[config.mk]
export PLATFORM = sky130hd
export DESIGN_NAME = mdte_cfg
export DESIGN_NICKNAME = d
export VERILOG_FILES = /design/src/rtl/mdte_pkg.sv /design/src/rtl/mdte_cfg.sv
export SDC_FILE = /design/constraint.sdc
export NUM_CORES = 1
export LEC_CHECK = 0
export BUFFER_PORTS_ARGS = -buffer_cell sky130_fd_sc_hd__buf_2
export CAP_MARGIN = 25
export CORE_ASPECT_RATIO = 1.4
export CORE_MARGIN = 3
export CORE_UTILIZATION = 37
export CTS_CLUSTER_SIZE = 20
export DETAILED_ROUTE_END_ITERATION = 8
export GPL_TIMING_DRIVEN = 0
export SLEW_MARGIN = 40
export SYNTH_ARGS = -nofsm -noshare
export SYNTH_HDL_FRONTEND = slang
export SYNTH_SLANG_ARGS = --single-unit
[constraint.sdc]
create_clock -name clk -period 1.9 [get_ports clk]
set_clock_uncertainty 0.15 [all_clocks]
set_input_delay 0.38 -clock clk [delete_from_list [all_inputs] [get_ports clk]]
set_output_delay 0.38 -clock clk [all_outputs]
set_load 0.005 [all_outputs]
[src/rtl/mdte_pkg.sv]
// Package with the shared types, codes and defaults of the Modbus data table engine.
`default_nettype none
package mdte_pkg;

  localparam int COIL_DEPTH_DEF     = 1024;
  localparam int DISCRETE_DEPTH_DEF = 1024;
  localparam int HOLDING_DEPTH_DEF  = 256;
  localparam int INREG_DEPTH_DEF    = 256;
  localparam int MAX_QUANTITY_DEF   = 64;

  // Address width on the memory command; covers two tables of the largest depth.
  localparam int ADDR_W = 18;

  localparam logic [3:0] ACT_READ_COIL      = 4'd0;
  localparam logic [3:0] ACT_READ_DISCRETE  = 4'd1;
  localparam logic [3:0] ACT_READ_HOLDING   = 4'd2;
  localparam logic [3:0] ACT_READ_INREG     = 4'd3;
  localparam logic [3:0] ACT_WRITE_COIL     = 4'd4;
  localparam logic [3:0] ACT_WRITE_DISCRETE = 4'd5;
  localparam logic [3:0] ACT_WRITE_HOLDING  = 4'd6;
  localparam logic [3:0] ACT_WRITE_INREG    = 4'd7;
  localparam logic [3:0] ACT_MASK_WRITE     = 4'd8;
  localparam logic [3:0] ACT_WRITE_READ     = 4'd9;

  localparam logic [1:0] TBL_COIL     = 2'd0;
  localparam logic [1:0] TBL_DISCRETE = 2'd1;
  localparam logic [1:0] TBL_HOLDING  = 2'd2;
  localparam logic [1:0] TBL_INREG    = 2'd3;

  localparam logic [2:0] CFG_COIL_BASE      = 3'd0;
  localparam logic [2:0] CFG_DISCRETE_BASE  = 3'd1;
  localparam logic [2:0] CFG_HOLDING_BASE   = 3'd2;
  localparam logic [2:0] CFG_INREG_BASE     = 3'd3;
  localparam logic [2:0] CFG_COIL_COUNT     = 3'd4;
  localparam logic [2:0] CFG_DISCRETE_COUNT = 3'd5;
  localparam logic [2:0] CFG_HOLDING_COUNT  = 3'd6;
  localparam logic [2:0] CFG_INREG_COUNT    = 3'd7;

  localparam logic         STATUS_OK      = 1'b0;
  localparam logic         STATUS_BAD_ADR = 1'b1;

  typedef struct packed {
    logic [3:0]  action;
    logic [15:0] start_addr;
    logic [6:0]  quantity;
    logic [15:0] write_value;
    logic [15:0] keep_mask;
    logic [15:0] or_mask;
    logic [15:0] read_addr;
    logic [6:0]  read_quantity;
  } req_t;

  typedef struct packed {
    logic        status;
    logic [15:0] read_value;
    logic        last;
  } rsp_t;

  typedef struct packed {
    logic [15:0] coil_base;
    logic [15:0] discrete_base;
    logic [15:0] holding_base;
    logic [15:0] inreg_base;
    logic [10:0] coil_count;
    logic [10:0] discrete_count;
    logic [8:0]  holding_count;
    logic [8:0]  inreg_count;
  } cfg_t;

  typedef struct packed {
    logic              bit_we;
    logic              word_we;
    logic [ADDR_W-1:0] waddr;
    logic [ADDR_W-1:0] raddr;
    logic [15:0]       wdata;
  } mem_cmd_t;

endpackage
`default_nettype wire

[src/rtl/mdte_cfg.sv]
// Configuration register file of the Modbus data table engine.
`default_nettype none
module mdte_cfg (
  input  wire logic                clk,
  input  wire logic                rst,
  input  wire logic                cfg_we,
  input  wire logic [2:0]          cfg_index,
  input  wire logic [15:0]         cfg_data,
  output mdte_pkg::cfg_t           cfg
);

  always_ff @(posedge clk) begin
    if (rst) begin
      cfg.coil_base      <= 16'd0;
      cfg.discrete_base  <= 16'd0;
      cfg.holding_base   <= 16'd0;
      cfg.inreg_base     <= 16'd0;
      cfg.coil_count     <= 11'd1024;
      cfg.discrete_count <= 11'd1024;
      cfg.holding_count  <= 9'd256;
      cfg.inreg_count    <= 9'd256;
    end else if (cfg_we) begin
      unique case (cfg_index)
        mdte_pkg::CFG_COIL_BASE:      cfg.coil_base      <= cfg_data;
        mdte_pkg::CFG_DISCRETE_BASE:  cfg.discrete_base  <= cfg_data;
        mdte_pkg::CFG_HOLDING_BASE:   cfg.holding_base   <= cfg_data;
        mdte_pkg::CFG_INREG_BASE:     cfg.inreg_base     <= cfg_data;
        mdte_pkg::CFG_COIL_COUNT:     cfg.coil_count     <= cfg_data[10:0];
        mdte_pkg::CFG_DISCRETE_COUNT: cfg.discrete_count <= cfg_data[10:0];
        mdte_pkg::CFG_HOLDING_COUNT:  cfg.holding_count  <= cfg_data[8:0];
        mdte_pkg::CFG_INREG_COUNT:    cfg.inreg_count    <= cfg_data[8:0];
        default: ;
      endcase
    end
  end

endmodule
`default_nettype wire

==> run_results.csv <==
group,metric,value,unit
power_and_ir_drop,power_leakage,0.00277,uW
timing,rsz0062_at_grt,"false",
clocking,cts.sinks,104,
drt,drcViolationCount,0,
timing,tns,0,ns
synth,syn_area_per_cell,11.1,um2
power_and_ir_drop,p_int,3520,uW
floorplan,die_y,131,um
synth,yosysWarnings,0,
power_and_ir_drop,power.share.combinational,7.1,%
timing,fmax,583,MHz
worst_setup_path,reg2reg_from,"cfg[8]",
timing,setup_viol,0,
power_and_ir_drop,peakVddDrop,0.374,mV
drt,drt-met1-wl,4.51,mm
floorplan,ios,126,
worst_setup_path,reg2reg_depth,2,
clocking,cts.repair.resized,0,
layout,final_common_cell,"buf_2",
timing,timing.slew.headroom,58.7,%
worst_hold_path,hold_class,"in -> reg",
layout,top_register,"cfg",
synth,ys_seq_elements,104,
placement,port_buffers,125,
power_and_ir_drop,p_sw_share,21.5,%
drt,wl_per_cell,16.4,um
drt,firstDrtPassIters,4,
layout,largest_reg_flops,104,
drt,top_layer,"met4",
drt,wl,10.7,mm
worst_setup_path,cp-end-kind,"register",
power_and_ir_drop,switchingPower,963,uW
drt,route.met3.wl,615,um
synth,synth_fp_nets,393,
global_route,grt_pass1_vias,3116,
clocking,clock_path_buffers,2,
drt,wl_met2,5.42,mm
worst_setup_path,critical_path.top_delay_family,"buffers and inverters",
worst_setup_path,crit_end,"cfg[28]",
worst_setup_path,cp.arrival,1.83,ns
synth,ys_seq_area_share,50.6,%
global_route,grt_start_max_net_pins,16,
synth,synthTopCellsByArea,"dfxtp_1, mux2i_1, nand2b_1",
worst_setup_path,cp_num_cells,6,
global_route,grt_overflow,0,
floorplan,initial_core_util,38.7,%
placement,place_congestion,0.745,
timing,period_share,90.3,%
drt,initialDrtViolationCount,71,
worst_setup_path,required,2.01,ns
drt,vias,2994,
clocking,cts_tree,"built",
floorplan,die_x,95.1,um
floorplan,core-area,10600,um2
worst_setup_path,critPathSlowestCell,"clkbuf_1",
worst_setup_path,path_buf_inv,4,
status,status,"finished, final reports clean",
clocking,cts_root_buffer,"clkbuf_16",
drt,avgViaCountPerCell,4.61,
worst_setup_path,r2r_end,"cfg[8]",
worst_setup_path,crit_type,"in -> reg",
floorplan,rows,44,
timing,period_needed,1.72,ns
worst_setup_path,critPathMaxFanout,10,
global_route,grt_use_total,18.0,%
power_and_ir_drop,clkPwrFrac,42.6,%
worst_setup_path,cp_cell_sequence,"buf_2 > buf_2 > clkbuf_1 > clkbuf_1 > nor2_1 > mux2i_1",
layout,top_regs,"cfg (104)",
layout,drive_gt1_share,29.4,%
clocking,cts-hold-fix-buffers,0,
floorplan,die_area,12400,um2
synth,yosysTopAreaCellShare,50.6,%
placement,dp_hpwl,7.82,mm
clocking,h-tree-depth,3,
power_and_ir_drop,pwr_density_cell,861,nW/um2
layout,diodes,0,
clocking,clk_pin_slew_worst_paths,0.06,ns
timing,worst_slew_pin_slew,0.619,ns
synth,yosysTopAreaCell,"dfxtp_1",
layout,fin_area,5210,um2
timing,slew_violations,0,
synth,netlist_area,4110,um2
synth,synthDistinctLibCells,15,
layout,synthToLayoutAreaGrowth,26.8,%
run,cap_violations,0,
worst_setup_path,crit_path_start_kind,"input pin",
timing,hold_violations,0,
worst_setup_path,r2r_slack,1.13,ns
timing,holdWs,0.186,ns
worst_hold_path,hold_depth,3,
clocking,cts_setup_buffers,0,
layout,layout_common_cells,"buf_2, nand2b_1, mux2i_1, dfxtp_1, clkbuf_1",
worst_setup_path,slowest_delay,0.44,ns
clocking,cts_made_buffers,9,
power_and_ir_drop,p_seq_share,50.2,%
global_route,antenna_found_initial,0,
layout,nFillCells,1033,
worst_setup_path,critPathLaunch,"rst",
drt,ant_nets,0,
clocking,clk_latency,0.34,ns
synth,syn-instance-count,371,
layout,fin_nets,529,
global_route,grt_pass1_wl,16.6,mm
placement,place_area,4910,um2
routing by layer:
layer / global-route usage, % / vias to the layer above
li1: - / 1489
met1: 21.1 / 1421
met5: 0 / -
met2: 31.6 / 73
met4: 5.10 / 0
met3: 5.10 / 11
stage by stage:
step	utilization (%)	setup slack, ns	std cells	power, uW
6_report	49.1	0.184	649	4490
5_1_grt	49.1	0.0467	649	4660
4_1_cts	49.1	0.150	649	4540
3_5_place_dp	46.2	-0.187	634	2630
3_3_place_gp	46.2	-0.119	634	2630
2_1_floorplan	-	0.314	371	2480
kinds of logic after synthesis:
kind of cell	count (synthesis)	share of synthesized area, %
muxes	104	25.3
buffers and inverters	33	3.96
DFF	104	50.6
and+or+nand+nor	130	20.1
synth_stat cells, drive strengths merged:
library cell and number:
nor2 6, nand4b 3, dfxtp 104, and4bb 1, or4b 1, nand4 1
nand4bb 2, clkbuf 18, nand2b 116, buf 15, mux2i 104
how the worst min path moves through the flow:
stage,end,slack (ns),start
4_1_cts,cfg[8],0.18,cfg_data[8]
5_1_grt,cfg[8],0.24,cfg_data[8]
3_3_place_gp,cfg[99],0.31,cfg[99]
2_1_floorplan,cfg[72],0.31,cfg[72]
3_5_place_dp,cfg[23],0.31,cfg[23]
6_report,cfg[8],0.19,cfg_data[8]
worst register-to-register path, cell delays in order, from the launching register on:
cell	delay [ns]
dfxtp_1	0.31
nor2_1	0.10
mux2i_1	0.08
power by group through the flow:
stage	clock, uW	sequential, uW	combinational [uW]
after CTS	1950	2250	328
final	1910	2250	320
after floorplan	0	2300	179
after detailed placement	0	2300	327
after global routing	2050	2260	355
after global placement	0	2300	323
layout make-up:
cell class	count	area [um2]	share of cell area, %
plain buffers	33	163	3.12
multi-input cells	234	1870	35.8
flip-flops and latches	104	2080	39.9
repair buffers	125	626	12.0
well taps	138	173	3.31
clock buffers	11	233	4.46
clock inverters	4	70.1	1.34
Power figures use the tool's default switching activity.
