File: config.mk
export PLATFORM = sky130hd
export DESIGN_NAME = mdte_ctrl
export DESIGN_NICKNAME = d
export VERILOG_FILES = /design/src/rtl/mdte_pkg.sv /design/src/rtl/mdte_ctrl.sv
export SDC_FILE = /design/constraint.sdc
export NUM_CORES = 1
export LEC_CHECK = 0
export BUFFER_PORTS_ARGS = -buffer_cell sky130_fd_sc_hd__buf_2
export CAP_MARGIN = 20
export CORE_MARGIN = 2
export CORE_UTILIZATION = 42
export DETAILED_ROUTE_END_ITERATION = 8
export PLACE_DENSITY_LB_ADDON = 0.3
export REMOVE_ABC_BUFFERS = 1
export SLEW_MARGIN = 0
export SYNTH_ARGS = -nofsm -noshare
export SYNTH_HDL_FRONTEND = slang
export SYNTH_SLANG_ARGS = --single-unit
File: constraint.sdc
create_clock -name clk -period 9.4 [get_ports clk]
set_input_delay 0.47 -clock clk [delete_from_list [all_inputs] [get_ports clk]]
set_output_delay 0.47 -clock clk [all_outputs]
set_load 0.005 [all_outputs]
File: src/rtl/mdte_pkg.sv
// Package with the shared types, codes and defaults of the Modbus data table engine.
`default_nettype none
package mdte_pkg;

  localparam int COIL_DEPTH_DEF     = 1024;
  localparam int DISCRETE_DEPTH_DEF = 1024;
  localparam int HOLDING_DEPTH_DEF  = 256;
  localparam int INREG_DEPTH_DEF    = 256;
  localparam int MAX_QUANTITY_DEF   = 64;

  // Address width on the memory command; covers two tables of the largest depth.
  localparam int ADDR_W = 18;

  localparam logic [3:0] ACT_READ_COIL      = 4'd0;
  localparam logic [3:0] ACT_READ_DISCRETE  = 4'd1;
  localparam logic [3:0] ACT_READ_HOLDING   = 4'd2;
  localparam logic [3:0] ACT_READ_INREG     = 4'd3;
  localparam logic [3:0] ACT_WRITE_COIL     = 4'd4;
  localparam logic [3:0] ACT_WRITE_DISCRETE = 4'd5;
  localparam logic [3:0] ACT_WRITE_HOLDING  = 4'd6;
  localparam logic [3:0] ACT_WRITE_INREG    = 4'd7;
  localparam logic [3:0] ACT_MASK_WRITE     = 4'd8;
  localparam logic [3:0] ACT_WRITE_READ     = 4'd9;

  localparam logic [1:0] TBL_COIL     = 2'd0;
  localparam logic [1:0] TBL_DISCRETE = 2'd1;
  localparam logic [1:0] TBL_HOLDING  = 2'd2;
  localparam logic [1:0] TBL_INREG    = 2'd3;

  localparam logic [2:0] CFG_COIL_BASE      = 3'd0;
  localparam logic [2:0] CFG_DISCRETE_BASE  = 3'd1;
  localparam logic [2:0] CFG_HOLDING_BASE   = 3'd2;
  localparam logic [2:0] CFG_INREG_BASE     = 3'd3;
  localparam logic [2:0] CFG_COIL_COUNT     = 3'd4;
  localparam logic [2:0] CFG_DISCRETE_COUNT = 3'd5;
  localparam logic [2:0] CFG_HOLDING_COUNT  = 3'd6;
  localparam logic [2:0] CFG_INREG_COUNT    = 3'd7;

  localparam logic         STATUS_OK      = 1'b0;
  localparam logic         STATUS_BAD_ADR = 1'b1;

  typedef struct packed {
    logic [3:0]  action;
    logic [15:0] start_addr;
    logic [6:0]  quantity;
    logic [15:0] write_value;
    logic [15:0] keep_mask;
    logic [15:0] or_mask;
    logic [15:0] read_addr;
    logic [6:0]  read_quantity;
  } req_t;

  typedef struct packed {
    logic        status;
    logic [15:0] read_value;
    logic        last;
  } rsp_t;

  typedef struct packed {
    logic [15:0] coil_base;
    logic [15:0] discrete_base;
    logic [15:0] holding_base;
    logic [15:0] inreg_base;
    logic [10:0] coil_count;
    logic [10:0] discrete_count;
    logic [8:0]  holding_count;
    logic [8:0]  inreg_count;
  } cfg_t;

  typedef struct packed {
    logic              bit_we;
    logic              word_we;
    logic [ADDR_W-1:0] waddr;
    logic [ADDR_W-1:0] raddr;
    logic [15:0]       wdata;
  } mem_cmd_t;

endpackage
`default_nettype wire

File: src/rtl/mdte_ctrl.sv
// Request sequencer: range checks, read loops, element writes and mask writes.
`default_nettype none
module mdte_ctrl #(
  parameter int COIL_DEPTH     = mdte_pkg::COIL_DEPTH_DEF,
  parameter int DISCRETE_DEPTH = mdte_pkg::DISCRETE_DEPTH_DEF,
  parameter int HOLDING_DEPTH  = mdte_pkg::HOLDING_DEPTH_DEF,
  parameter int INREG_DEPTH    = mdte_pkg::INREG_DEPTH_DEF,
  parameter int MAX_QUANTITY   = mdte_pkg::MAX_QUANTITY_DEF
) (
  input  wire logic               clk,
  input  wire logic               rst,
  input  wire logic               take,
  input  wire mdte_pkg::req_t     request,
  input  wire mdte_pkg::cfg_t     cfg,
  input  wire logic               bit_rdata,
  input  wire logic [15:0]        word_rdata,
  output mdte_pkg::mem_cmd_t      cmd,
  output logic                    active,
  output logic                    strobe,
  output mdte_pkg::rsp_t          result
);

  localparam int AW = mdte_pkg::ADDR_W;

  localparam logic [2:0] S_IDLE    = 3'd0;
  localparam logic [2:0] S_CHECK   = 3'd1;
  localparam logic [2:0] S_CHECK2  = 3'd2;
  localparam logic [2:0] S_EXEC    = 3'd3;
  localparam logic [2:0] S_MASK_WR = 3'd4;
  localparam logic [2:0] S_RDLOOP  = 3'd5;

  localparam logic [16:0] COIL_D     = 17'(COIL_DEPTH);
  localparam logic [16:0] DISCRETE_D = 17'(DISCRETE_DEPTH);
  localparam logic [16:0] HOLDING_D  = 17'(HOLDING_DEPTH);
  localparam logic [16:0] INREG_D    = 17'(INREG_DEPTH);
  localparam logic [6:0]  MAX_Q      = 7'(MAX_QUANTITY);

  logic [2:0]           state;
  mdte_pkg::req_t       item;
  logic                 wr_ok;
  logic [15:0]          wr_first;
  logic                 rd_ok;
  logic [15:0]          rd_first;
  logic [6:0]           pos;
  logic                 rejected;
  logic [AW-1:0]        rd_base;
  logic [6:0]           rd_k;
  logic [6:0]           rd_q;
  logic                 rd_bit;
  logic                 pend_vld;
  logic                 pend_last;
  logic                 pend_bit;

  logic                 is_read;
  logic                 is_mask;
  logic                 is_wtr;
  logic [1:0]           tbl;
  logic [1:0]           sp_tbl;
  logic [15:0]          sp_addr;
  logic [6:0]           sp_q;
  logic [15:0]          sp_base;
  logic [16:0]          sp_used;
  logic [15:0]          sp_first;
  logic                 sp_ok;
  logic [16:0]          wr_idx;
  logic                 wr_in_tbl;
  logic                 rej_eff;
  logic                 do_write;
  logic                 last_item;
  logic [AW-1:0]        wr_addr;
  logic [15:0]          mask_value;
  logic                 done_vld;
  mdte_pkg::rsp_t       done_rsp;
  mdte_pkg::rsp_t       pend_rsp;

  function automatic logic [16:0] used_of(input logic [1:0] t, input mdte_pkg::cfg_t c);
    logic [16:0] cnt;
    logic [16:0] depth;
    case (t)
      mdte_pkg::TBL_COIL:     begin cnt = 17'(c.coil_count);     depth = COIL_D;     end
      mdte_pkg::TBL_DISCRETE: begin cnt = 17'(c.discrete_count); depth = DISCRETE_D; end
      mdte_pkg::TBL_HOLDING:  begin cnt = 17'(c.holding_count);  depth = HOLDING_D;  end
      default:                begin cnt = 17'(c.inreg_count);    depth = INREG_D;    end
    endcase
    return (cnt > depth) ? depth : cnt;
  endfunction

  function automatic logic [15:0] base_of(input logic [1:0] t, input mdte_pkg::cfg_t c);
    case (t)
      mdte_pkg::TBL_COIL:     return c.coil_base;
      mdte_pkg::TBL_DISCRETE: return c.discrete_base;
      mdte_pkg::TBL_HOLDING:  return c.holding_base;
      default:                return c.inreg_base;
    endcase
  endfunction

  // Discrete inputs sit behind the coils, input registers behind the holding registers.
  function automatic logic [AW-1:0] offset_of(input logic [1:0] t);
    case (t)
      mdte_pkg::TBL_DISCRETE: return AW'(COIL_DEPTH);
      mdte_pkg::TBL_INREG:    return AW'(HOLDING_DEPTH);
      default:                return '0;
    endcase
  endfunction

  always_comb begin
    is_read = (item.action[3:2] == 2'b00);
    is_mask = (item.action == mdte_pkg::ACT_MASK_WRITE);
    is_wtr  = (item.action == mdte_pkg::ACT_WRITE_READ);
    tbl     = (is_mask || is_wtr) ? mdte_pkg::TBL_HOLDING : item.action[1:0];

    if (state == S_CHECK2) begin
      sp_tbl  = mdte_pkg::TBL_HOLDING;
      sp_addr = item.read_addr;
      sp_q    = item.read_quantity;
    end else begin
      sp_tbl  = tbl;
      sp_addr = item.start_addr;
      sp_q    = is_mask ? 7'd1 : item.quantity;
    end
    sp_base  = base_of(sp_tbl, cfg);
    sp_used  = used_of(sp_tbl, cfg);
    sp_first = sp_addr - sp_base;
    sp_ok    = (sp_q <= MAX_Q) && (sp_addr >= sp_base) &&
               (({1'b0, sp_first} + 17'(sp_q)) <= sp_used);

    wr_idx    = {1'b0, wr_first} + 17'(pos);
    wr_in_tbl = (wr_idx < used_of(tbl, cfg));
    rej_eff   = (pos == 7'd0) ? !(wr_ok && (!is_wtr || rd_ok)) : rejected;
    do_write  = !rej_eff && (item.quantity != 7'd0) && wr_ok && wr_in_tbl;
    last_item = (({1'b0, pos} + 8'd1) >= {1'b0, item.quantity});
    wr_addr   = offset_of(tbl) + AW'(wr_idx);

    mask_value = (word_rdata & item.keep_mask) | (item.or_mask & ~item.keep_mask);

    cmd.bit_we  = 1'b0;
    cmd.word_we = 1'b0;
    cmd.waddr   = wr_addr;
    cmd.wdata   = item.write_value;
    cmd.raddr   = (state == S_RDLOOP) ? (rd_base + AW'(rd_k)) : AW'(wr_first);
    if (state == S_EXEC && !is_read && !is_mask && do_write) begin
      cmd.bit_we  = !tbl[1];
      cmd.word_we = tbl[1];
    end else if (state == S_MASK_WR) begin
      cmd.word_we = 1'b1;
      cmd.waddr   = AW'(wr_first);
      cmd.wdata   = mask_value;
    end
  end

  always_comb begin
    done_vld            = 1'b0;
    done_rsp.status     = mdte_pkg::STATUS_OK;
    done_rsp.read_value = 16'd0;
    done_rsp.last       = 1'b1;
    if (state == S_EXEC) begin
      if (is_read || is_mask) begin
        if (!wr_ok) begin
          done_vld        = 1'b1;
          done_rsp.status = mdte_pkg::STATUS_BAD_ADR;
        end else if (!is_mask && item.quantity == 7'd0) begin
          done_vld = 1'b1;
        end
      end else if (last_item) begin
        if (rej_eff || (is_wtr && !rd_ok)) begin
          done_vld        = 1'b1;
          done_rsp.status = mdte_pkg::STATUS_BAD_ADR;
        end else if (!is_wtr || item.read_quantity == 7'd0) begin
          done_vld = 1'b1;
        end
      end
    end else if (state == S_MASK_WR) begin
      done_vld = 1'b1;
    end

    pend_rsp.status     = mdte_pkg::STATUS_OK;
    pend_rsp.read_value = pend_bit ? {15'd0, bit_rdata} : word_rdata;
    pend_rsp.last       = pend_last;
  end

  assign active = (state != S_IDLE);

  always_ff @(posedge clk) begin
    if (rst) begin
      state    <= S_IDLE;
      pos      <= 7'd0;
      rejected <= 1'b0;
      pend_vld <= 1'b0;
      strobe   <= 1'b0;
    end else begin
      strobe   <= pend_vld | done_vld;
      result   <= done_vld ? done_rsp : pend_rsp;
      pend_vld <= (state == S_RDLOOP);

      unique case (state)
        S_IDLE: begin
          if (take) begin
            item <= request;
            if (request.action > mdte_pkg::ACT_WRITE_READ) begin
              pos      <= 7'd0;
              rejected <= 1'b0;
            end else begin
              state <= S_CHECK;
            end
          end
        end
        S_CHECK: begin
          wr_ok    <= sp_ok;
          wr_first <= sp_first;
          state    <= is_wtr ? S_CHECK2 : S_EXEC;
        end
        S_CHECK2: begin
          rd_ok    <= sp_ok;
          rd_first <= sp_first;
          state    <= S_EXEC;
        end
        S_EXEC: begin
          if (is_read || is_mask) begin
            pos      <= 7'd0;
            rejected <= 1'b0;
            if (wr_ok && is_mask) begin
              state <= S_MASK_WR;
            end else if (wr_ok && item.quantity != 7'd0) begin
              rd_base <= offset_of(tbl) + AW'(wr_first);
              rd_q    <= item.quantity;
              rd_bit  <= !tbl[1];
              rd_k    <= 7'd0;
              state   <= S_RDLOOP;
            end else begin
              state <= S_IDLE;
            end
          end else begin
            rejected <= rej_eff;
            if (!last_item) begin
              pos   <= pos + 7'd1;
              state <= S_IDLE;
            end else begin
              pos <= 7'd0;
              if (!rej_eff && is_wtr && rd_ok && item.read_quantity != 7'd0) begin
                rd_base <= AW'(rd_first);
                rd_q    <= item.read_quantity;
                rd_bit  <= 1'b0;
                rd_k    <= 7'd0;
                state   <= S_RDLOOP;
              end else begin
                state <= S_IDLE;
              end
            end
          end
        end
        S_MASK_WR: begin
          state <= S_IDLE;
        end
        S_RDLOOP: begin
          pend_bit  <= rd_bit;
          pend_last <= ((rd_k + 7'd1) == rd_q);
          rd_k      <= rd_k + 7'd1;
          if ((rd_k + 7'd1) == rd_q) begin
            state <= S_IDLE;
          end
        end
        default: state <= S_IDLE;
      endcase
    end
  end

endmodule
`default_nettype wire

==> impl_metrics.py, run 1 <==
metrics = {
    "power": {
        "p_sw_mw": 1.05,
        "p_sw_frac": 0.362,
        "total_power_mw": 2.91,
        "pwr-share-seq": 0.379,
        "leakage_nw": 6.27,
        "p_per_area_nw_per_um2": 197,
        "pwr-share-comb": 0.347,
        "clkPwrFrac": 0.275,
        "max-vdd-ir-drop_mv": 0.124,
        "p_int_mw": 1.86,
    },
    "critical_path": {
        "crit_path_cell_trace": "nor3b_4, buf_4, nor3_2, o21ai_0, o21ai_0, inv_1, ha_1, nor2b_1, o31a_1, o21ai_0, nand2b_1, xor2_1, ha_1, o21ai_0, o21bai_1, a21oi_1, xor2_1, ha_1, a211o_1, a211oi_1, o21ai_0, o31a_1, or4_4, a2111oi_4",
        "path_max_fanout": 37,
        "cpMaxStageDelayCell": "nor3_2",
        "critPathCaptureType": "flop",
        "arrival_ns": 6.57,
        "path_common_cell": "o21ai_0",
        "reg2reg_setup_slack_ns": 3.08,
        "path_class": "flop to flop",
        "r2r_end": "rd_ok",
        "cp-start-kind": "flop",
        "reg2reg_from": "state[0]",
        "rr_worst_depth": 24,
        "worstPathRequired_ns": 9.65,
        "max_stage_delay_ns": 0.78,
    },
    "synthesis": {
        "synthMuxAreaShare": 0.0372,
        "syn-instance-count": 1235,
        "synth_xor_area_frac": 0.0557,
        "synthAdderAreaFrac": 0.0881,
        "synth_top_family_by_area": "simple AND/OR/NAND/NOR gates",
        "syn_area_sq_um": 12300,
        "ys.flop_type": "edfxtp_1",
        "synthSimpleGateAreaFrac": 0.164,
        "yosysUniqueCellTypes": 70,
        "synth_edf_count": 184,
        "async_reset_ff_frac": 0,
        "synth_compound_area_frac": 0.154,
        "avgSynthCellArea_sq_um": 9.93,
        "seq_area_frac_synth": 0.472,
        "yosysWarnings": 0,
        "ys_ff_latch": 197,
    },
    "clock_network": {
        "htree_levels": 4,
        "clk_pin_slew_ns": 0.09,
        "cts.sinks": 197,
        "cts-resized-gates": 0,
        "post_cts_buffers": 0,
        "clockBufferDepth": 2,
        "cts_tree": "yes",
        "cts_buffers": 17,
        "clk_latency_ns": 0.45,
        "hold_buffers": 0,
        "root_buffer": "clkbuf_16",
    },
    "placement": {
        "pre_cts_ws_ns": 3.09,
        "dp_hpwl_um": 27900,
        "dp.cells": 1872,
        "portBuffers": 294,
        "place.gp.congestion": 0.914,
    },
    "sta": {
        "maxSlewViolCount": 0,
        "hold_viol_final": 0,
        "finalCritPeriodShare": 0.673,
        "tightest_slew_ns": 1.06,
        "skew_ns": 0.0191,
        "rsz0062_at_grt": "no",
        "timing.final.ws_setup_ns": 3.08,
        "finalSetupViolations": 0,
        "finalCriticalPeriod_ns": 6.32,
        "fmax_mhz": 158,
        "fin_setup_tns_ns": 0,
        "slew_headroom": 0.292,
    },
    "global_routing": {
        "grtUsageTotal": 0.231,
        "grt_first_pass_wirelength_um": 54200,
        "overflow": 0,
        "antenna_found_initial": 2,
        "first_global_vias": 9873,
        "grt_max_degree": 78,
    },
    "route": {
        "remaining_drc_errors": 0,
        "vias_per_cell": 5.39,
        "dr_total_vias": 10284,
        "wl_per_cell_um": 18.7,
        "drtIter0Drc": 821,
        "first_pass_iters": 5,
        "wirelength_um": 35600,
        "drtAntennaViolNets": 0,
    },
    "floorplan": {
        "dieArea_sq_um": 30600,
        "die_h_um": 175,
        "rows": 62,
        "die_w_um": 175,
        "start_util": 0.427,
        "coreArea_sq_um": 28700,
        "io_pins": 296,
    },
    "final_layout": {
        "fin_nets": 1813,
        "seqCellArea_sq_um": 5790,
        "fill_cells": 2663,
        "layout-drive-gt1-share": 0.242,
        "fin_util": 0.515,
        "final_cells": 1907,
        "area_growth_pct": 20.6,
        "multi_input_area_sq_um": 6140,
    },
    "hold_path": {
        "hold_end": "item[35]",
        "hp-class": "input port to flop",
        "worstHoldStart": "request[35]",
        "whs_path_depth": 1,
    },
    "job": {
        "cap_violations": 0,
    },
    "outcome": {
        "status": "completed",
    },
}
==> per-layer routing <==
layer | track usage | part of all wire
met2 | 0.372 | 0.47
met5 | 0 | 0
met1 | 0.316 | 0.42
met4 | 0.0740 | 0.027
met3 | 0.0431 | 0.083
==> layout make-up <==
class	instances	area share
antenna	3	0.000508
tap	384	0.0325
clock inverter	15	0.0150
multi-input combinational	942	0.415
timing repair buffer	308	0.107
clock buffer	17	0.0288
sequential	197	0.391
inverter	41	0.0104
==> cells by family after synthesis <==
group	count (synthesis)
compound gates	296
xor+xnor	78
fa+ha+maj	84
buf+inv	96
flops	197
mux	45
other cells	1
simple gates	438
==> synthesized netlist by cell type, types with 5 or more instances <==
| cell type | instances | area, sq um |
|---|---|---|
| and3_1 | 14 | 87.6 |
| ha_1 | 80 | 1000 |
| inv_1 | 41 | 154 |
| nand2_1 | 204 | 766 |
| or3_1 | 8 | 50.1 |
| a31oi_1 | 6 | 37.5 |
| and2_1 | 18 | 113 |
| mux2i_1 | 40 | 400 |
| nand3_1 | 18 | 90.1 |
| o31ai_1 | 5 | 37.5 |
| o21ai_0 | 96 | 480 |
| nor2_1 | 90 | 338 |
| edfxtp_1 | 184 | 5530 |
| nand4_1 | 12 | 75.1 |
| a22o_1 | 5 | 43.8 |
| xnor2_1 | 45 | 394 |
| a311oi_1 | 6 | 52.6 |
| or2_2 | 6 | 37.5 |
| xor2_1 | 33 | 289 |
| nor3_1 | 20 | 100 |
| o22ai_1 | 5 | 31.3 |
| clkbuf_1 | 50 | 188 |
| a211oi_1 | 19 | 143 |
| a21o_1 | 12 | 90.1 |
| o21a_1 | 13 | 97.6 |
| nor4_1 | 7 | 43.8 |
| a21oi_1 | 76 | 380 |
| nor2b_1 | 10 | 62.6 |
| nand2b_1 | 15 | 93.8 |
| dfxtp_1 | 13 | 260 |
| mux2_2 | 5 | 56.3 |
| o211ai_1 | 8 | 60.1 |
==> worst max-delay path by stage <==
stage	start	to	cells past startpoint	slack (ns)
2_1_floorplan	state[0]	item[0]	2	0.69
5_1_grt	state[2]	wr_ok	24	2.46
3_3_place_gp	state[0]	rd_ok	24	3.29
6_report	state[0]	rd_ok	24	3.08
4_1_cts	state[0]	wr_ok	24	3.08
3_5_place_dp	state[0]	rd_ok	24	3.09
==> critical path, delay by kind of cell, from the launching register on <==
| kind | cells | cell delay, ns |
|---|---|---|
| AOI/OAI and AO/OA | 12 | 2.45 |
| and+or+nand+nor | 5 | 1.60 |
| buffers and inverters | 2 | 0.37 |
| xor gates and xnor gates | 2 | 0.36 |
| adders and majority gates | 3 | 0.83 |
| DFF | 1 | 0.52 |
==> metrics by stage <==
stage                     hold slack [ns]  instance area [sq um]
after CTS                           0.174                  14800
after detailed placement            0.425                  14100
final                               0.183                  14800
after floorplan                     0.400                  12100
after global routing                0.165                  14800
after global placement              0.415                  14100
==> cell usage in the layout (no fill, tap or decap), drive strengths merged, types with 5 or more instances in the layout <==
cell type  instances
o22ai              5
nand2            204
mux2i             40
a21o              13
dfxtp             13
mux2               5
xor2              33
clkbuf            17
nand3             18
nor2              90
and2              19
nor3              20
xnor2             45
or3                8
nor3b              5
o21a              13
buf              308
a211oi            19
nand2b            15
a22o               5
nor4               7
edfxtp           184
o21ai             98
and3              14
nand4             12
a21oi             76
or2                6
ha                80
nor2b             10
o31ai              5
a311oi             6
o211ai             9
inv               53
a31oi              6
==> power by group through the flow <==
| stage | combinational, mW | sequential [mW] | clock (mW) |
|---|---|---|---|
| final | 1.01 | 1.10 | 0.800 |
| after global routing | 1.13 | 1.11 | 0.840 |
| after CTS | 1.01 | 1.10 | 0.808 |
| after floorplan | 0.700 | 1.11 | 0 |
| after global placement | 0.967 | 1.12 | 0 |
| after detailed placement | 0.998 | 1.12 | 0 |
==> registers in the layout, summed over array words and instances (netlist names), 3 cells and up <==
register,count
item,98
pos,7
rd_base,17
rd_first,16
rd_k,7
rd_q,7
result,18
state,3
wr_first,16
Note: power is estimated with default switching activity, not from simulation.
==> inputs of run 2 (changes only) <==
clock period = 5.7 ns   (was 9.4 ns; I/O delays follow)
==> impl_metrics.py, run 2 (synthesis gave the netlist of run 1 again) <==
metrics = {
    "job": {
        "cap_violations": 0,
    },
    "route": {
        "drtIter0Drc": 915,
        "dr_total_vias": 10718,
        "remaining_drc_errors": 0,
        "wirelength_um": 37000,
        "wl_per_cell_um": 18.6,
        "first_pass_iters": 5,
        "drtAntennaViolNets": 0,
        "vias_per_cell": 5.39,
    },
    "power": {
        "p_per_area_nw_per_um2": 318,
        "pwr-share-comb": 0.370,
        "leakage_nw": 6.63,
        "p_sw_frac": 0.362,
        "p_sw_mw": 1.80,
        "clkPwrFrac": 0.266,
        "max-vdd-ir-drop_mv": 0.253,
        "p_int_mw": 3.17,
        "pwr-share-seq": 0.364,
        "total_power_mw": 4.97,
    },
    "floorplan": {
        "die_h_um": 175,
        "coreArea_sq_um": 28700,
        "io_pins": 296,
        "start_util": 0.427,
        "dieArea_sq_um": 30600,
        "rows": 62,
        "die_w_um": 175,
    },
    "final_layout": {
        "top_regs": "item: 98 flops, result: 18 flops, rd_base: 17 flops",
        "fin_nets": 1893,
        "fin_area_sq_um": 15700,
        "area_growth_pct": 27.6,
        "layout_commonest_cell": "buf_2",
        "regMostFlops": "item",
        "fin_util": 0.545,
        "layout-drive-gt1-share": 0.253,
        "largest_register_ff_count": 98,
        "final_cell_mix": "295 x buf_2, 204 x nand2_1, 184 x edfxtp_1, 90 x o21ai_0, 88 x nor2_1",
    },
    "sta": {
        "timing.hold.ws_ns": 0.00975,
        "tightest_slew_ns": 1.06,
        "fmax_mhz": 186,
        "finalSetupViolations": 0,
        "skew_ns": 0.0180,
        "maxSlewViolCount": 0,
        "hold_viol_final": 0,
        "finalCritPeriodShare": 0.944,
        "finalCriticalPeriod_ns": 5.38,
        "slew_headroom": 0.291,
        "fin_setup_tns_ns": 0,
    },
    "placement": {
        "dp_hpwl_um": 28300,
        "place_area_sq_um": 14200,
        "place.gp.congestion": 0.952,
        "portBuffers": 294,
    },
    "clock_network": {
        "htree_levels": 4,
        "clk_pin_slew_ns": 0.08,
        "root_buffer": "clkbuf_16",
        "clk_latency_ns": 0.46,
        "cts_tree": "yes",
        "cts.sinks": 197,
        "cts_buffers": 17,
        "clockBufferDepth": 2,
    },
    "global_routing": {
        "grt_first_pass_wirelength_um": 56800,
        "grtUsageTotal": 0.239,
        "first_global_vias": 10544,
        "antenna_found_initial": 2,
        "overflow": 0,
        "grt_max_degree": 89,
    },
    "critical_path": {
        "max_stage_delay_ns": 0.49,
        "cp_top_family": "compound AO/OA/AOI/OAI gates",
        "path_depth": 22,
        "path_common_cell": "ha_1",
        "rr_worst_depth": 22,
        "crit_path_cell_trace": "nor2b_2, nor3_4, buf_4, nor2_1, a211oi_1, a21oi_1, ha_1, nor2b_2, o31a_1, a21oi_4, ha_1, o21ai_0, o21bai_1, a21oi_2, xor2_1, ha_1, a211o_1, a211oi_1, o21ai_0, o31a_1, or4_4, a2111oi_4",
        "reg2reg_from": "item[97]",
        "worstPathRequired_ns": 5.96,
        "critPathLaunch": "item[97]",
        "cpMaxStageDelayCell": "or4_4",
        "path_max_fanout": 7,
        "critPathCaptureType": "flop",
        "r2r_end": "rd_ok",
        "arrival_ns": 5.64,
        "reg2reg_setup_slack_ns": 0.32,
        "cp-start-kind": "flop",
        "path_class": "flop to flop",
        "worst-path-buf-inv": 1,
    },
    "hold_path": {
        "whs_path_depth": 1,
        "hp-class": "input port to flop",
        "hold_end": "item[93]",
        "worstHoldStart": "request[93]",
    },
    "outcome": {
        "status": "completed",
    },
}
==> run 2: cell count changes in the layout (fill, tap and decap cells not counted), moves of 3 or more <==
cell           before  now
dlygate4sd3_1       0   61
a21oi_1            76   72
o21ai_1             1    6
ha_1               80   76
a21oi_2             0    3
buf_4              14   31
o21ai_0            96   90
==> run 2: power by group through the flow <==
stage	clock network [mW]	registers (mW)	logic, mW
after floorplan	0	1.83	1.16
after global placement	0	1.84	1.63
after detailed placement	0	1.84	1.68
after CTS	1.34	1.81	1.73
after global routing	1.39	1.82	2.04
final	1.32	1.81	1.84
==> run 2: metal layers <==
layer	vias to the layer above	track usage	routed length [um]	share of wire
met5	-	0	0	0
met4	0	0.0802	1170	0.032
met3	75	0.0398	2900	0.078
met2	452	0.394	17300	0.47
met1	4989	0.321	15600	0.42
li1	5202	-	-	-
==> run 2: how the worst max path moves through the flow <==
stage / slack [ns] / endpoint
global placement: 0.23 / rd_ok
finish: 0.32 / rd_ok
CTS: 0.06 / rd_ok
floorplan: -3.01 / item[0]
global route: -0.03 / rd_ok
detailed placement: 0.04 / wr_ok
==> run 2: timing repair <==
item	CTS	global route
endpoints found under the hold margin	57	4
endpoints found under the setup margin	2	2
resized for setup	0	26
pin swaps	0	5
buffers inserted	1	4
gates cloned	0	0
hold buffers	57	4
==> run 2: cell type report <==
| type | instances | area, sq um |
|---|---|---|
| tap | 384 | 480 |
| clock inverter | 15 | 220 |
| fill | 2520 | 13000 |
| antenna | 3 | 7.51 |
| timing repair buffer | 388 | 2340 |
| inverter | 41 | 154 |
| clock buffer | 17 | 425 |
| sequential | 197 | 5790 |
| multi-input combinational | 942 | 6240 |
==> run 2: stage by stage <==
step	std cells	setup WS, ns
after floorplan	1180	-3.01
after global placement	1885	0.226
after detailed placement	1885	0.0387
after CTS	1975	0.0641
after global routing	1986	-0.0260
final	1987	0.321
==> inputs of run 3 (changes only) <==
--- a/config.mk
+++ b/config.mk
@@ -9,5 +9,6 @@
 export CAP_MARGIN = 20
 export CORE_MARGIN = 2
-export CORE_UTILIZATION = 42
+export CORE_UTILIZATION = 51
+export CTS_BUF_LIST = sky130_fd_sc_hd__clkbuf_4 sky130_fd_sc_hd__clkbuf_8
 export DETAILED_ROUTE_END_ITERATION = 8
 export PLACE_DENSITY_LB_ADDON = 0.3
==> constraint.sdc (replaced) <==
create_clock -name clk -period 5.7 [get_ports clk]
set_input_delay 1.14 -clock clk [delete_from_list [all_inputs] [get_ports clk]]
set_output_delay 1.14 -clock clk [all_outputs]
set_load 0.005 [all_outputs]
==> impl_metrics.py, run 3 (synthesis gave the netlist of run 1 again) <==
metrics = {
    "power": {
        "max-vdd-ir-drop_mv": 0.224,
        "p_per_area_nw_per_um2": 313,
        "leakage_nw": 6.44,
    },
    "critical_path": {
        "rr_worst_depth": 26,
        "worstPathRequired_ns": 4.56,
        "arrival_ns": 4.35,
        "critPathCaptureType": "output pin",
        "reg2reg_from": "item[97]",
        "path_class": "flop to output pin",
        "max_stage_delay_ns": 0.45,
        "crit_path_cell_trace": "nor2b_4, buf_6, nor2_4, clkinvlp_4, nor2_1, ha_1, inv_1, a21oi_1, buf_4, a41oi_1, mux2_2, ha_1, o21a_1, o31a_1, o311a_1, nor2_1, and4_1, a21oi_1, buf_2",
        "cpMaxStageDelayCell": "edfxtp_1",
        "path_max_fanout": 13,
        "cp-start-kind": "flop",
        "r2r_end": "rd_ok",
        "reg2reg_setup_slack_ns": 0.31,
    },
    "clock_network": {
        "cts.sinks": 197,
        "clk_pin_slew_ns": 0.12,
        "cts_tree": "yes",
        "htree_levels": 4,
        "hold_buffers": 0,
        "clockBufferDepth": 2,
        "clk_latency_ns": 0.50,
        "cts_buffers": 17,
        "root_buffer": "clkbuf_8",
    },
    "sta": {
        "fin_setup_tns_ns": 0,
        "maxSlewViolCount": 0,
        "hold_viol_final": 0,
        "fmax_mhz": 182,
        "slew_headroom": 0.304,
        "skew_ns": 0.0204,
        "tightest_slew_ns": 1.04,
        "finalCriticalPeriod_ns": 5.49,
        "finalCritPeriodShare": 0.964,
        "finalSetupViolations": 0,
    },
    "route": {
        "wl_met2_um": 16900,
        "top_layer": "met5",
        "wl_per_cell_um": 18.5,
        "drtIter0Drc": 1006,
        "first_pass_iters": 6,
        "dr_total_vias": 10618,
        "drt-met1-wl_um": 14200,
        "remaining_drc_errors": 0,
        "vias_per_cell": 5.62,
        "wirelength_um": 34900,
        "dr_wl_met3_um": 2810,
        "drtAntennaViolNets": 0,
    },
    "hold_path": {
        "hold_end": "strobe",
        "whs_path_depth": 1,
        "hp-class": "flop to flop",
        "worstHoldStart": "pend_vld",
    },
    "final_layout": {
        "regMostFlops": "item",
        "layout_commonest_cell": "buf_2",
        "top_regs": "item: 98 flops, result: 18 flops, rd_base: 17 flops",
        "final_cell_mix": "294 x buf_2, 204 x nand2_1, 184 x edfxtp_1, 87 x o21ai_0, 87 x nor2_1",
        "fin_nets": 1860,
        "fin_util": 0.638,
        "area_growth_pct": 22.5,
        "layout-drive-gt1-share": 0.278,
        "largest_register_ff_count": 98,
    },
    "global_routing": {
        "grt_first_pass_wirelength_um": 54500,
        "grtUsageTotal": 0.275,
        "antenna_found_initial": 5,
        "first_global_vias": 10387,
        "grt_max_degree": 99,
        "overflow": 0,
    },
    "floorplan": {
        "coreArea_sq_um": 23500,
        "dieArea_sq_um": 25300,
        "rows": 56,
        "die_w_um": 159,
        "io_pins": 296,
        "start_util": 0.521,
        "die_h_um": 159,
    },
    "job": {
        "cap_violations": 0,
    },
    "placement": {
        "dp_hpwl_um": 27500,
        "place.gp.congestion": 0.925,
        "portBuffers": 294,
    },
    "outcome": {
        "status": "completed",
    },
}
==> run 3: power breakdown <==
group / internal [mW] / switching [mW]
sequential: 1.74 / 0.0714
combinational: 0.853 / 1.03
clock: 0.366 / 0.640
total: 2.95 / 1.75
==> run 3: what timing repair did <==
action,4_1_cts,5_1_grt
cloned,0,0
setup endpoints to repair,4,4
hold endpoints to repair,0,0
buffers inserted,5,10
resized for setup,9,31
pin swaps,2,9
==> run 3: worst max-delay path by stage <==
stage,startpoint,endpoint,slack (ns)
after floorplan,rst,item[0],-3.28
after global placement,cfg[73],rd_ok,-0.19
after detailed placement,cfg[73],rd_ok,-0.34
after CTS,item[96],cmd[52],0.007
after global routing,item[96],cmd[52],-0.02
final,item[97],cmd[52],0.21
==> run 3: routing by layer <==
metal  vias up  global-route usage
met1      4944               0.353
met4         2              0.0996
met5         -                   0
li1       5134                   -
met2       472               0.466
met3        66              0.0516
==> run 3: worst max-delay path: cells and delay by family, from the launching register on <==
family	cells	cell delay (ns)
mux	1	0.38
flops	1	0.45
compound gates	6	0.85
buf+inv	5	0.69
simple gates	5	0.93
fa+ha+maj	2	0.55
==> run 3: cell type report <==
| class | instances | area, sq um |
|---|---|---|
| fill | 1999 | 8510 |
| multi-input combinational | 942 | 6260 |
| sequential | 197 | 5790 |
| timing repair buffer | 355 | 1960 |
| tap | 319 | 399 |
| clock buffer | 17 | 234 |
| clock inverter | 15 | 221 |
| inverter | 41 | 161 |
| antenna | 4 | 10.0 |
==> run 3: through the flow <==
step                      hold slack [ns]  setup slack [ns]  total power, mW  cell area, sq um  std cells
after global placement              0.411            -0.192             3.58             14300       1838
after floorplan                     0.400             -3.28             2.99             12100       1180
after global routing                0.476           -0.0192             4.99             15000       1890
final                               0.457             0.207             4.70             15000       1890
after detailed placement            0.434            -0.344             3.62             14300       1838
after CTS                           0.464           0.00668             4.63             14800       1875
